`src/rtl/pipct_fifo.sv`:
```
// small flop-based queue, depth a power of two
`default_nettype none
module pipct_fifo #(
	parameter int WIDTH = 8,
	parameter int DEPTH = 4
) (
	input  wire logic             clk,
	input  wire logic             arst_n,
	input  wire logic             push,
	input  wire logic [WIDTH-1:0] wdata,
	output logic                  full,
	input  wire logic             pop,
	output logic [WIDTH-1:0]      rdata,
	output logic                  empty
);

	localparam int AW = (DEPTH > 1) ? $clog2(DEPTH) : 1;

	logic [WIDTH-1:0] mem_q [DEPTH];
	logic [AW:0]      wp_q;
	logic [AW:0]      rp_q;

	assign empty = (wp_q == rp_q);
	assign full  = (wp_q[AW] != rp_q[AW]) && (wp_q[AW-1:0] == rp_q[AW-1:0]);
	assign rdata = mem_q[rp_q[AW-1:0]];

	always_ff @(posedge clk or negedge arst_n) begin
		if (!arst_n) begin
			wp_q <= '0;
			rp_q <= '0;
		end else begin
			if (push && !full) begin
				wp_q <= wp_q + 1'b1;
			end
			if (pop && !empty) begin
				rp_q <= rp_q + 1'b1;
			end
		end
	end

	always_ff @(posedge clk) begin
		if (push && !full) begin
			mem_q[wp_q[AW-1:0]] <= wdata;
		end
	end

endmodule
`default_nettype wire

```
`config.mk`:
```
export PLATFORM = sky130hd
export DESIGN_NAME = pipct_fifo
export DESIGN_NICKNAME = d
export VERILOG_FILES = /design/src/rtl/pipct_fifo.sv
export SDC_FILE = /design/constraint.sdc
export NUM_CORES = 1
export LEC_CHECK = 0
export BUFFER_PORTS_ARGS = -buffer_cell sky130_fd_sc_hd__buf_2
export CELL_PAD_IN_SITES_DETAIL_PLACEMENT = 0
export CELL_PAD_IN_SITES_GLOBAL_PLACEMENT = 1
export CORE_MARGIN = 8
export CORE_UTILIZATION = 35
export DETAILED_ROUTE_END_ITERATION = 8
export PLACE_DENSITY_LB_ADDON = 0.05
export RECOVER_POWER = 25
export SYNTH_ARGS = -nofsm -noshare
export SYNTH_HDL_FRONTEND = slang
export SYNTH_SLANG_ARGS = --single-unit
```
`constraint.sdc`:
```
create_clock -name clk -period 1.4 [get_ports clk]
set_input_delay 0.28 -clock clk [delete_from_list [all_inputs] [get_ports clk]]
set_output_delay 0.28 -clock clk [all_outputs]
set_load 0.02 [all_outputs]
```
==> results_dict.tcl, run 1 <==
set metrics [dict create \
    status "finished, violations left" \
    violations "negative setup slack" \
    period_share_pct 126.8 \
    grt_pass1_vias 1061 \
    p_per_area_nw_per_um2 2471 \
    max_cap_viol_count 0 \
    antennaDiodeCount 0 \
    ys_top_cells_by_area "edfxtp_1, mux4_1, dfrtp_1" \
    whs_ns 0.2110 \
    die-width_um 85.37 \
    postRouteAntennaNets 0 \
    grt_pass1_wl_um 5727 \
    finalMaxSlewViolations 0 \
    hpwl_um 2168 \
    crit_path_start_kind "flop" \
    num_vias 967 \
    fin_crit_ns 1.775 \
    start_util_pct 35.89 \
    postLayoutCellArea_um2 2290 \
    yosysTopAreaCellShare_pct 57.06 \
    antenna_found_initial 0 \
    worstMarginPinSlew_ns 0.3019 \
    clockRootBuffer "clkbuf_8" \
    hold_viol 0 \
    syn_inst 93 \
    grt_max_degree 13 \
    crit_start "rp_q[0]$_DFFE_PN0P_" \
    fmax_mhz 563.3 \
    layout_common_cells "edfxtp_1, buf_4, buf_6, mux4_2, buf_2" \
    fin_nets 160 \
    ys_ff_latch 38 \
    worst_slack_ns -0.3754 \
    final_common_cell "edfxtp_1" \
    drc 0 \
    place.port_buffers 21 \
    reg2reg_depth 7 \
    criticalPathCategory "reg -> out" \
    drt_wl_total_um 3376 \
    hold_path_depth 1 \
    r2r_end "mem_q[3][5]$_DFFE_PP_" \
    clkLatencyLatePin_ns 0.29 \
    finalSetupViolCount 46 \
    avgSynthCellArea_um2 18.11 \
    seq_area_frac_synth_pct 65.97 \
    die_area_um2 7287 \
    overflow 0 \
    clk_pin_slew_ns 0.07 \
    core_area_um2 4692 \
    drt-initial-drc-count 35 \
    critPathRequiredTime_ns 1.12 \
    syn_nets 110 \
    dr.pass1.iters 4 \
    critPathArrivalTime_ns 1.50 \
    min-delay-start "wdata[1]" \
    synthesis.area_um2 1684 \
    cp_max_fo 4 \
    synth_warnings 0 \
    wl_per_cell_um 17.14 \
    hold_class "in -> reg" \
    tns_ns -11.46 \
    rsz0062_at_grt "yes" \
    synth_top_cell_by_area "edfxtp_1" \
    rows 25 \
    area_delta_synth_final_pct 35.96 \
    finalWeightedCongestion 0.6975 \
    ys_types 26 \
    cts_tree "done" \
    utilization_pct 48.80 \
    die_y_um 85.37 \
    numCtsBuffers 5 \
    clock_tree.buffer_depth 2 \
    peakVddDrop_uv 1121 \
    viasPerCell 4.909 \
    r2r_start "rp_q[0]$_DFFE_PN0P_" \
    hold_path_end "mem_q[3][1]$_DFFE_PP_" \
    skew_ns 0.005286 \
    r2r_slack_ns -0.30 \
    crit_path_end_kind "output port" \
    power.leakage_nw 0.8798 \
    ios 22 \
    post_dp_cell_area_um2 1947 \
    clock-sinks 38 \
    track_usage_pct 10.50 \
    slew_headroom_pct 79.84 \
    place_ws_ns -0.2154 \
    htreeDepth 2 \
    drive_gt1_share_pct 54.55 \
]
## cell families (layout without fill, tap and decap cells)
logic type	count (synthesis)	after routing	synth area share, %
muxes	8	8	12.04
xor gates and xnor gates	7	7	4.978
and+or+nand+nor	16	16	5.274
DFF	38	38	65.97
adders and majority gates	5	5	3.715
buffers and inverters	8	58	2.749
AOI/OAI and AO/OA	11	11	5.275
## report_power, final
group,switching [mW],internal (mW),leakage (nW),total (mW)
registers,0.173,1.53,0.363,1.71
logic,1.48,1.78,0.473,3.26
clock network,0.357,0.334,0.0438,0.691
total,2.01,3.64,0.880,5.66
## flip-flops by register name, summed over array words and instances (netlist names)
register / count
mem_q: 32
rp_q: 3
wp_q: 3
## critical path: stages (launching register included)
cell,delay [ns]
dfrtp_1,0.40
buf_6,0.15
mux4_2,0.52
buf_6,0.15
## per-stage QoR
step	cells	total power, mW
after global routing	197	6.025
after detailed placement	178	3.993
after global placement	178	4.000
after CTS	194	5.534
after floorplan	93	3.210
final	197	5.658
## how the worst max path moves through the flow
stage          endpoint  slack (ns)  cells past startpoint
2_1_floorplan  rdata[0]       -0.05                      2
3_3_place_gp   rdata[7]       -0.20                      3
3_5_place_dp   rdata[0]       -0.22                      3
4_1_cts        rdata[0]       -0.40                      3
5_1_grt        rdata[0]       -0.44                      3
6_report       rdata[0]       -0.38                      3
## per-layer routing
layer	GRT usage (%)	share of wire (%)
met2	16.34	49
met5	0	0
met1	12.78	45
met4	5.732	2.3
met3	3.089	4.2
## area by class of cell
class	instances	area (um2)
clock buffers	5	68.82
clock inverters	2	10.01
fillers	415	2402
inverters	5	21.27
multi-input cells	47	619.3
flip-flops and latches	38	1114
well taps	54	67.56
repair buffers	46	389.1
## Yosys cell counts
library cell,n
nand2b_1,2
dfrtp_1,6
buf_6,2
buf_2,1
edfxtp_1,32
a31oi_2,1
nand3_1,3
and2_1,4
nand2_1,1
xor2_1,2
nor3b_1,1
a21oi_1,2
a31oi_4,1
inv_1,5
and3_1,2
a31oi_1,2
xor2_2,1
xnor2_1,2
o21ai_0,2
a21o_1,3
nor2_1,2
mux4_2,2
xnor2_2,2
nor3_1,1
mux4_1,6
ha_1,5
## timing repair
action,in CTS,in global routing
pin swaps,4,5
buffers inserted,8,3
endpoints found under the hold margin,6,0
gates resized for setup,45,5
hold buffers,1,0
cloned,0,0
setup endpoints to repair,45,48
No activity file was read; power rests on OpenSTA's default activity.
==> inputs of run 2 (changes only) <==
==> constraint.sdc (replaced) <==
create_clock -name clk -period 2 [get_ports clk]
set_input_delay 0.4 -clock clk [delete_from_list [all_inputs] [get_ports clk]]
set_output_delay 0.4 -clock clk [all_outputs]
set_load 0.02 [all_outputs]
==> results_dict.tcl, run 2 (same netlist as run 1, synthesis figures left out) <==
set metrics [dict create \
    antenna_found_initial 0 \
    finalMaxSlewViolations 0 \
    layout_common_cells "edfxtp_1, buf_2, buf_4, mux4_2" \
    tns_ns 0 \
    hold_class "in -> reg" \
    largest_register_ff_count 32 \
    critPathRequiredTime_ns 1.60 \
    num_vias 887 \
    numCtsBuffers 5 \
    area_delta_synth_final_pct 24.44 \
    postRouteAntennaNets 0 \
    p_int_mw 2.254 \
    critical_path.max_stage_delay_ns 0.50 \
    track_usage_pct 9.156 \
    slew_headroom_pct 72.14 \
    p_sw_share_pct 35.28 \
    grt_pass1_vias 956 \
    skew_ns 0.004999 \
    status "finished, final reports clean" \
    wl_per_cell_um 16.78 \
    final_cells 186 \
    hold_viol 0 \
    core_area_um2 4692 \
    crit_start "rp_q[0]$_DFFE_PN0P_" \
    cp_cell_sequence "buf_6 -> mux4_2 -> buf_4" \
    p_per_area_nw_per_um2 1662 \
    finalWeightedCongestion 0.7071 \
    viasPerCell 4.769 \
    clock_tree.buffer_depth 2 \
    clockRootBuffer "clkbuf_8" \
    crit_path_start_kind "flop" \
    switchingPower_mw 1.229 \
    endpoint "rdata[3]" \
    finalSetupViolCount 0 \
    drt_wl_total_um 3121 \
    cp_max_fo 7 \
    rows 25 \
    r2r_end "mem_q[1][5]$_DFFE_PP_" \
    antennaDiodeCount 0 \
    cp_num_buf_inv 2 \
    r2r_slack_ns 0.37 \
    grt_max_degree 14 \
    drt-initial-drc-count 47 \
    final_common_cell "edfxtp_1" \
    r2r_start "rp_q[2]$_DFFE_PN0P_" \
    crit_slowest_cell "mux4_2" \
    htreeDepth 2 \
    clockPowerShare_pct 18.5 \
    p_comb_share_pct 47.7 \
    drive_gt1_share_pct 36.36 \
    worstMarginPinSlew_ns 0.4159 \
    p_seq_share_pct 33.9 \
    power.leakage_nw 0.7894 \
    criticalPathCategory "reg -> out" \
    peakVddDrop_uv 684.8 \
    fin_crit_ns 1.910 \
    crit_path_end_kind "output port" \
    die_area_um2 7287 \
    clkLatencyLatePin_ns 0.28 \
    period_share_pct 95.48 \
    fillers 432 \
    fin_nets 148 \
    hpwl_um 2139 \
    clk_pin_slew_ns 0.08 \
    place.port_buffers 21 \
    start_util_pct 35.89 \
    grt_pass1_wl_um 4912 \
    numPlacedInstances 177 \
    dr.pass1.iters 4 \
    cts_tree "done" \
    crit_family "multiplexers" \
    ios 22 \
    reg2reg_depth 4 \
    fmax_mhz 523.6 \
    die-width_um 85.37 \
    max_cap_viol_count 0 \
    overflow 0 \
    die_y_um 85.37 \
    drc 0 \
    path_depth 3 \
    cts_setup_buffers 0 \
    critPathArrivalTime_ns 1.51 \
    clock-sinks 38 \
]
[run 2: cell types whose count changed in the layout (fill, tap and decap cells not counted), sizes merged]
cell and change:
clkbuf +3, buf -15, clkinv -2, clkinvlp +2, bufinv +1
[run 2: how the worst min path moves through the flow]
stage,startpoint,endpoint,depth (start not counted)
global route,wdata[1],mem_q[2][1]$_DFFE_PP_,1
global placement,arst_n,wp_q[2]$_DFFE_PN0P_,1
finish,wdata[1],mem_q[0][1]$_DFFE_PP_,1
floorplan,arst_n,rp_q[0]$_DFFE_PN0P_,0
detailed placement,arst_n,wp_q[2]$_DFFE_PN0P_,1
CTS,wdata[7],mem_q[2][7]$_DFFE_PP_,1
[run 2: power groups by stage]
stage | Clock (mW) | Sequential, mW | Combinational, mW
3_5_place_dp | 0 | 1.18 | 1.58
3_3_place_gp | 0 | 1.18 | 1.56
5_1_grt | 0.697 | 1.20 | 1.81
6_report | 0.644 | 1.18 | 1.66
4_1_cts | 0.662 | 1.17 | 1.58
2_1_floorplan | 0 | 1.17 | 1.02
[run 2: cell type report]
cell class / instances / area (um2) / share of cell area [%]
sequential: 38 / 1111 / 53.02
timing repair buffer: 34 / 269.0 / 12.84
inverter: 5 / 18.77 / 0.8955
multi-input combinational: 47 / 515.5 / 24.60
clock buffer: 5 / 68.82 / 3.284
tap: 54 / 67.56 / 3.224
clock inverter: 3 / 45.04 / 2.149
[run 2: metal layers]
layer	track usage, %	routed length [um]	vias to the layer above
met5	0	0	-
met4	4.299	32	0
met3	3.185	173	4
met2	13.92	1444	28
met1	11.36	1470	429
li1	-	-	426
[run 2: metrics by stage]
step / worst slack [ns] / utilization, % / total power, mW / instance area [um2] / hold slack, ns
floorplan: 0.4294 / - / 2.195 / 1684 / 0.1044
global placement: 0.3369 / 41.97 / 2.742 / 1969 / 0.2374
detailed placement: 0.3284 / 41.97 / 2.757 / 1969 / 0.2393
CTS: 0.003541 / 44.61 / 3.411 / 2093 / 0.3155
global route: -0.001031 / 44.67 / 3.708 / 2096 / 0.3439
finish: 0.09030 / 44.67 / 3.483 / 2096 / 0.3419
[run 2: repair_timing]
item | CTS | global route
hold buffers | 1 | 0
resized for setup | 0 | 14
hold endpoints to repair | 6 | 0
endpoints found under the setup margin | 0 | 8
