`src/rtl/pipct_pkg.sv`:
```
// shared types and constants for the point-in-polygon crossing test
`default_nettype none
package pipct_pkg;

	localparam int COORD_W      = 32;
	localparam int REL_W        = COORD_W + 1;
	localparam int PROD_W       = 2 * REL_W;
	localparam int NUDGE_W      = 16;
	localparam int CNT_W        = 11;
	localparam int MAX_VERTICES = 1024;
	localparam int CNT_SAT      = (MAX_VERTICES < 2047) ? MAX_VERTICES : 2047;
	localparam int QUEUE_DEPTH  = 4;

	localparam int PADDR_W      = 3;
	localparam int PDATA_W      = 32;
	localparam logic [PADDR_W-3:0] REG_ZERO_NUDGE = 1'b0;
	localparam logic [NUDGE_W-1:0] ZERO_NUDGE_RST = 16'd7;

	typedef struct packed {
		logic signed [COORD_W-1:0] vert_x;
		logic signed [COORD_W-1:0] vert_y;
		logic signed [COORD_W-1:0] vert_z;
		logic signed [COORD_W-1:0] point_x;
		logic signed [COORD_W-1:0] point_y;
		logic signed [COORD_W-1:0] point_z;
		logic signed [COORD_W-1:0] normal_x;
		logic signed [COORD_W-1:0] normal_y;
		logic signed [COORD_W-1:0] normal_z;
		logic                      first_vertex;
		logic                      last_vertex;
	} pipct_item_t;

	typedef struct packed {
		logic             inside_res;
		logic [CNT_W-1:0] crossing_count;
	} pipct_result_t;

	// one edge between front and back
	typedef struct packed {
		logic signed [REL_W-1:0] au;
		logic signed [REL_W-1:0] av;
		logic signed [REL_W-1:0] bu;
		logic signed [REL_W-1:0] bv;
		logic                    clear;
		logic                    straddle;
		logic                    last;
		logic                    on_vtx;
	} pipct_seg_t;

endpackage
`default_nettype wire

```
`src/rtl/pipct_front.sv`:
```
// front end: axis select, relative coordinates, nudge and edge forming
`default_nettype none
module pipct_front
	import pipct_pkg::*;
(
	input  wire logic               clk,
	input  wire logic               arst_n,
	input  wire logic               push,
	output logic                    full,
	input  wire pipct_item_t        item,
	input  wire logic [NUDGE_W-1:0] zero_nudge,
	output logic                    seg_push,
	output pipct_seg_t              seg_word,
	input  wire logic               seg_full
);

	typedef enum logic [1:0] {
		DROP_X = 2'd0,
		DROP_Y = 2'd1,
		DROP_Z = 2'd2
	} axis_t;

	axis_t                     drop_axis_q;
	logic signed [COORD_W-1:0] point_u_q;
	logic signed [COORD_W-1:0] point_v_q;
	logic signed [REL_W-1:0]   prev_u_q;
	logic signed [REL_W-1:0]   prev_v_q;
	logic                      on_vertex_q;

	logic                      valid_s1;
	logic signed [COORD_W-1:0] u_s1;
	logic signed [COORD_W-1:0] v_s1;
	logic                      first_s1;
	logic                      last_s1;

	logic [COORD_W-1:0]        ax;
	logic [COORD_W-1:0]        ay;
	logic [COORD_W-1:0]        az;
	axis_t                     axis_new;
	axis_t                     axis_eff;
	logic signed [COORD_W-1:0] vu;
	logic signed [COORD_W-1:0] vv;
	logic signed [COORD_W-1:0] pu;
	logic signed [COORD_W-1:0] pv;
	logic                      accept;
	logic                      advance;

	logic signed [REL_W-1:0]   du;
	logic signed [REL_W-1:0]   dv;
	logic signed [REL_W-1:0]   nudge;
	logic signed [REL_W-1:0]   bu;
	logic signed [REL_W-1:0]   bv;
	logic                      at_point;
	logic                      straddle;
	logic                      on_next;
	logic                      upd_prev;

	assign ax = item.normal_x[COORD_W-1] ? COORD_W'(-item.normal_x) : item.normal_x;
	assign ay = item.normal_y[COORD_W-1] ? COORD_W'(-item.normal_y) : item.normal_y;
	assign az = item.normal_z[COORD_W-1] ? COORD_W'(-item.normal_z) : item.normal_z;

	always_comb begin
		if (ax > ay && ax > az) begin
			axis_new = DROP_X;
		end else if (ay > ax && ay > az) begin
			axis_new = DROP_Y;
		end else begin
			axis_new = DROP_Z;
		end
		axis_eff = item.first_vertex ? axis_new : drop_axis_q;
		case (axis_eff)
			DROP_X: begin
				vu = item.vert_y;
				vv = item.vert_z;
				pu = item.point_y;
				pv = item.point_z;
			end
			DROP_Y: begin
				vu = item.vert_z;
				vv = item.vert_x;
				pu = item.point_z;
				pv = item.point_x;
			end
			default: begin
				vu = item.vert_x;
				vv = item.vert_y;
				pu = item.point_x;
				pv = item.point_y;
			end
		endcase
	end

	assign advance = valid_s1 && !seg_full;
	assign full    = valid_s1 && seg_full;
	assign accept  = push && !full;

	// relative coordinates against the latched point
	assign du    = REL_W'({u_s1[COORD_W-1], u_s1} - {point_u_q[COORD_W-1], point_u_q});
	assign dv    = REL_W'({v_s1[COORD_W-1], v_s1} - {point_v_q[COORD_W-1], point_v_q});
	assign nudge = REL_W'({{(REL_W-NUDGE_W){1'b0}}, zero_nudge});

	always_comb begin
		at_point = (du == '0) && (dv == '0);
		if (first_s1 && at_point) begin
			bu = du;
			bv = dv;
		end else begin
			bu = (du == '0) ? nudge : du;
			bv = (dv == '0) ? nudge : dv;
		end
		on_next  = first_s1 ? at_point : on_vertex_q;
		upd_prev = first_s1 || !on_vertex_q;
		straddle = !first_s1 && !on_vertex_q &&
			((prev_v_q < 0 && bv > 0) || (prev_v_q > 0 && bv < 0));
	end

	always_comb begin
		seg_push          = advance;
		seg_word.au       = prev_u_q;
		seg_word.av       = prev_v_q;
		seg_word.bu       = bu;
		seg_word.bv       = bv;
		seg_word.clear    = first_s1;
		seg_word.straddle = straddle;
		seg_word.last     = last_s1;
		seg_word.on_vtx   = on_next;
	end

	always_ff @(posedge clk or negedge arst_n) begin
		if (!arst_n) begin
			drop_axis_q <= DROP_X;
			point_u_q   <= '0;
			point_v_q   <= '0;
			prev_u_q    <= '0;
			prev_v_q    <= '0;
			on_vertex_q <= 1'b0;
			valid_s1    <= 1'b0;
		end else begin
			if (accept && item.first_vertex) begin
				drop_axis_q <= axis_new;
				point_u_q   <= pu;
				point_v_q   <= pv;
			end
			if (advance) begin
				on_vertex_q <= on_next;
				if (upd_prev) begin
					prev_u_q <= bu;
					prev_v_q <= bv;
				end
			end
			if (accept) begin
				valid_s1 <= 1'b1;
			end else if (advance) begin
				valid_s1 <= 1'b0;
			end
		end
	end

	always_ff @(posedge clk) begin
		if (accept) begin
			u_s1     <= vu;
			v_s1     <= vv;
			first_s1 <= item.first_vertex;
			last_s1  <= item.last_vertex;
		end
	end

endmodule
`default_nettype wire

```
`config.mk`:
```
export PLATFORM = sky130hd
export DESIGN_NAME = pipct_front
export DESIGN_NICKNAME = d
export VERILOG_FILES = /design/src/rtl/pipct_pkg.sv /design/src/rtl/pipct_front.sv
export SDC_FILE = /design/constraint.sdc
export NUM_CORES = 1
export LEC_CHECK = 0
export ABC_AREA = 1
export BUFFER_PORTS_ARGS = -buffer_cell sky130_fd_sc_hd__buf_4
export CAP_MARGIN = 20
export CORE_UTILIZATION = 48
export DETAILED_ROUTE_END_ITERATION = 10
export GPL_TIMING_DRIVEN = 0
export PLACE_DENSITY = 0.74
export SLEW_MARGIN = 20
export SYNTH_ARGS = -nofsm -noshare
export SYNTH_HDL_FRONTEND = slang
export SYNTH_SLANG_ARGS = --single-unit
```
`constraint.sdc`:
```
create_clock -name clk -period 5.5 [get_ports clk]
set_clock_uncertainty 0.15 [all_clocks]
set_input_delay 0.275 -clock clk [delete_from_list [all_inputs] [get_ports clk]]
set_output_delay 0.275 -clock clk [all_outputs]
set_load 0.005 [all_outputs]
```
==> results.cfg <==
[run_status]
outcome = finished clean

[floorplanning]
die_w_um = 208
die_area_sq_um = 43400
core_sq_um = 41900
io_pins = 448
row_count = 75
start_util_pct = 48.7
die_h_um = 208

[clocking]
cts_root_buf = clkbuf_16
cts_tree = built
clk_pin_slew_worst_paths_ns = 0.09
cts_made_buffers = 17
clk_latency_ns = 0.46
cts_max_level = 4
cts_buffer_depth = 2
clkSinkCount = 200

[logic_synthesis]
synthAdderAreaFrac_pct = 10.2
synth_edf_count = 66
synthArstFlopShare_pct = 67.0
synth.net_count = 3823
yosysSeqAreaShare_pct = 26.1
netlist_instances = 3347
syn_area_per_cell_sq_um = 6.10
synth_area_sq_um = 20400
ys_seq_elements = 200
yosys.area_share.simple_pct = 36.2
synth_compound_area_share_pct = 9.72
yosysWarnings = 0
ys_types = 51
ys.flop_type = dfrtp_1
synth_mux_area_share_pct = 0
synth_xor_area_share_pct = 4.07
synth_top_family_by_area = simple AND/OR/NAND/NOR gates

[timing]
fin_tns_setup_ns = 0
min_period_ns = 5.31
maxSlewViolCount = 0
whs_ns = 0.00474
finalSetupViolCount = 0
worst_pin_slew_ns = 0.850
relSlewSlack_pct = 43.1
grt_setup_unrepaired = true
max_freq_mhz = 188
timing.final.crit_share_pct = 96.6
final_hold_viol_count = 0

[placed_design]
postPlaceCellArea_sq_um = 24500
place.gp.congestion = 1.02
dp_cells = 4336
portBuffers = 447
hpwl_um = 64700

[routing]
drt-wirelength-per-cell_um = 17.4
wirelength_um = 77200
drc = 0
viasPerCell = 5.26
drtIter0Drc = 2342
postRouteAntennaNets = 0
drtPass1Iterations = 6
vias = 23260

[worst_setup_path]
crit_buf_inv = 8
arrival_ns = 5.31
startpoint_type = input port
cp-end-kind = flip-flop
worst_path_max_delay_cell = o41ai_4
crit_type = in -> reg
crit_path_max_incr_delay_ns = 0.52
critPathMaxFanout = 10
crit_family = simple AND/OR/NAND/NOR gates
critPathRequiredTime_ns = 5.50

[grt]
grt.met2_usage_pct = 54.1
busiest_layer = met2
use_met1_pct = 48.3
grt_use_total_pct = 34.9
gr-total-overflow = 0
grt_pass1_vias = 21212
grt_pass1_wl_um = 118000
met3_usage_pct = 5.18
grt_max_degree = 72
antenna_found_initial = 2

[pwr]
intPower_mw = 5.05
power_density_nw_per_um2 = 379
p_sw_share_pct = 49.1
power_frac_comb_pct = 63.8
p_total_mw = 9.92
ir_drop_v = 0.000252
leakagePower_nw = 14.8
p_clk_share_pct = 13.1
p_seq_share_pct = 23.1
switchingPower_mw = 4.87

[finish]
final_common_cell = nand2_1
fillers = 3977
diodes = 0
drive_gt1_share_pct = 16.8
stdcell_count = 4426
areaGrowthSynthToFinish_pct = 28.0
mostFrequentLayoutCells = nand2_1 (1,090), inv_1 (624), buf_4 (467), nor2_1 (296), nand3_1 (218)
stdcell_area_sq_um = 26200
layout.nets = 4350

[flow_run]
max_cap_viol_count = 0

[hold_path]
min_path_type = in -> reg
power by group through the flow:
stage | sequential [mW] | clock (mW) | combinational (mW)
CTS | 2.28 | 1.30 | 6.11
global route | 2.32 | 1.36 | 6.99
floorplan | 2.27 | 0 | 3.48
detailed placement | 2.31 | 0 | 6.04
global placement | 2.30 | 0 | 5.98
finish | 2.29 | 1.30 | 6.33
flip-flops by register name, summed over array words and instances (netlist names):
name / flops
v_s1: 32
point_u_q: 32
point_v_q: 32
valid_s1: 1
prev_v_q: 33
last_s1: 1
on_vertex_q: 1
u_s1: 32
first_s1: 1
drop_axis_q: 2
prev_u_q: 33
layer usage:
layer / part of all wire [%] / up-vias
li1: - / 11515
met1: 44 / 10387
met2: 43 / 1168
met3: 8.6 / 190
met4: 4.5 / 0
met5: 0 / -
tightest hold or removal path, delay by kind of cell:
kind | cells | cell delay (ns)
AND/OR/NAND/NOR | 2 | 0.14
buffers and inverters | 1 | 0.09
final timing paths:
| kind | to | depth (start not counted) | from | slack (ns) |
|---|---|---|---|---|
| max | v_s1[15] | 32 | item[66] | 0.19 |
| min | u_s1[6] | 3 | item[200] | 0.005 |
| max reg2reg | prev_u_q[8] | 22 | point_u_q[0] | 1.80 |
| min reg2reg | prev_u_q[15] | 2 | prev_u_q[15] | 0.34 |
| max in group asynchronous | point_u_q[29] | 3 | arst_n | 4.23 |
| min in group asynchronous | prev_u_q[2] | 2 | arst_n | 0.20 |
cells by family (layout without fill, tap and decap cells):
family | count (synthesis) | count (layout)
flip-flops | 200 | 200
adder cells (fa/ha/maj) | 166 | 166
XOR/XNOR | 95 | 95
AO/OA/AOI/OAI | 366 | 366
AND/OR/NAND/NOR | 1794 | 1794
buffers and inverters | 726 | 1266
metrics by stage:
stage          setup WS (ns)  utilization (%)
3_3_place_gp           -2.03             58.3
6_report               0.188             62.4
2_1_floorplan          0.633                -
5_1_grt              -0.0664             62.4
3_5_place_dp          -0.971             58.5
4_1_cts               0.0619             61.3
layout make-up:
| type | instances | area [sq um] | area share, % |
|---|---|---|---|
| clock inverter | 15 | 181 | 0.694 |
| timing repair buffer | 508 | 4010 | 15.3 |
| buffer | 87 | 488 | 1.87 |
| inverter | 639 | 2410 | 9.20 |
| multi-input combinational | 2421 | 12600 | 48.3 |
| tap | 539 | 674 | 2.58 |
| sequential | 200 | 5340 | 20.4 |
| clock buffer | 17 | 425 | 1.63 |
synthesized netlist by cell type (34+ instances only):
| master | instances | area (sq um) |
|---|---|---|
| a21oi_1 | 100 | 500 |
| nor2_1 | 314 | 1180 |
| nand4_1 | 34 | 213 |
| nand2_1 | 1094 | 4110 |
| inv_1 | 626 | 2350 |
| nor3_1 | 38 | 190 |
| clkbuf_1 | 59 | 221 |
| edfxtp_1 | 66 | 1980 |
| nand3_1 | 233 | 1170 |
| dfrtp_1 | 134 | 3350 |
| xor2_1 | 62 | 543 |
| ha_1 | 164 | 2050 |
| o21ai_0 | 206 | 1030 |
repair_timing:
action,4_1_cts,5_1_grt
pin swaps,0,28
setup endpoints to repair,126,128
endpoints found under the hold margin,87,1
hold buffers,50,1
setup buffers,0,7
gates resized for setup,24,153
Power figures use the tool's default switching activity.
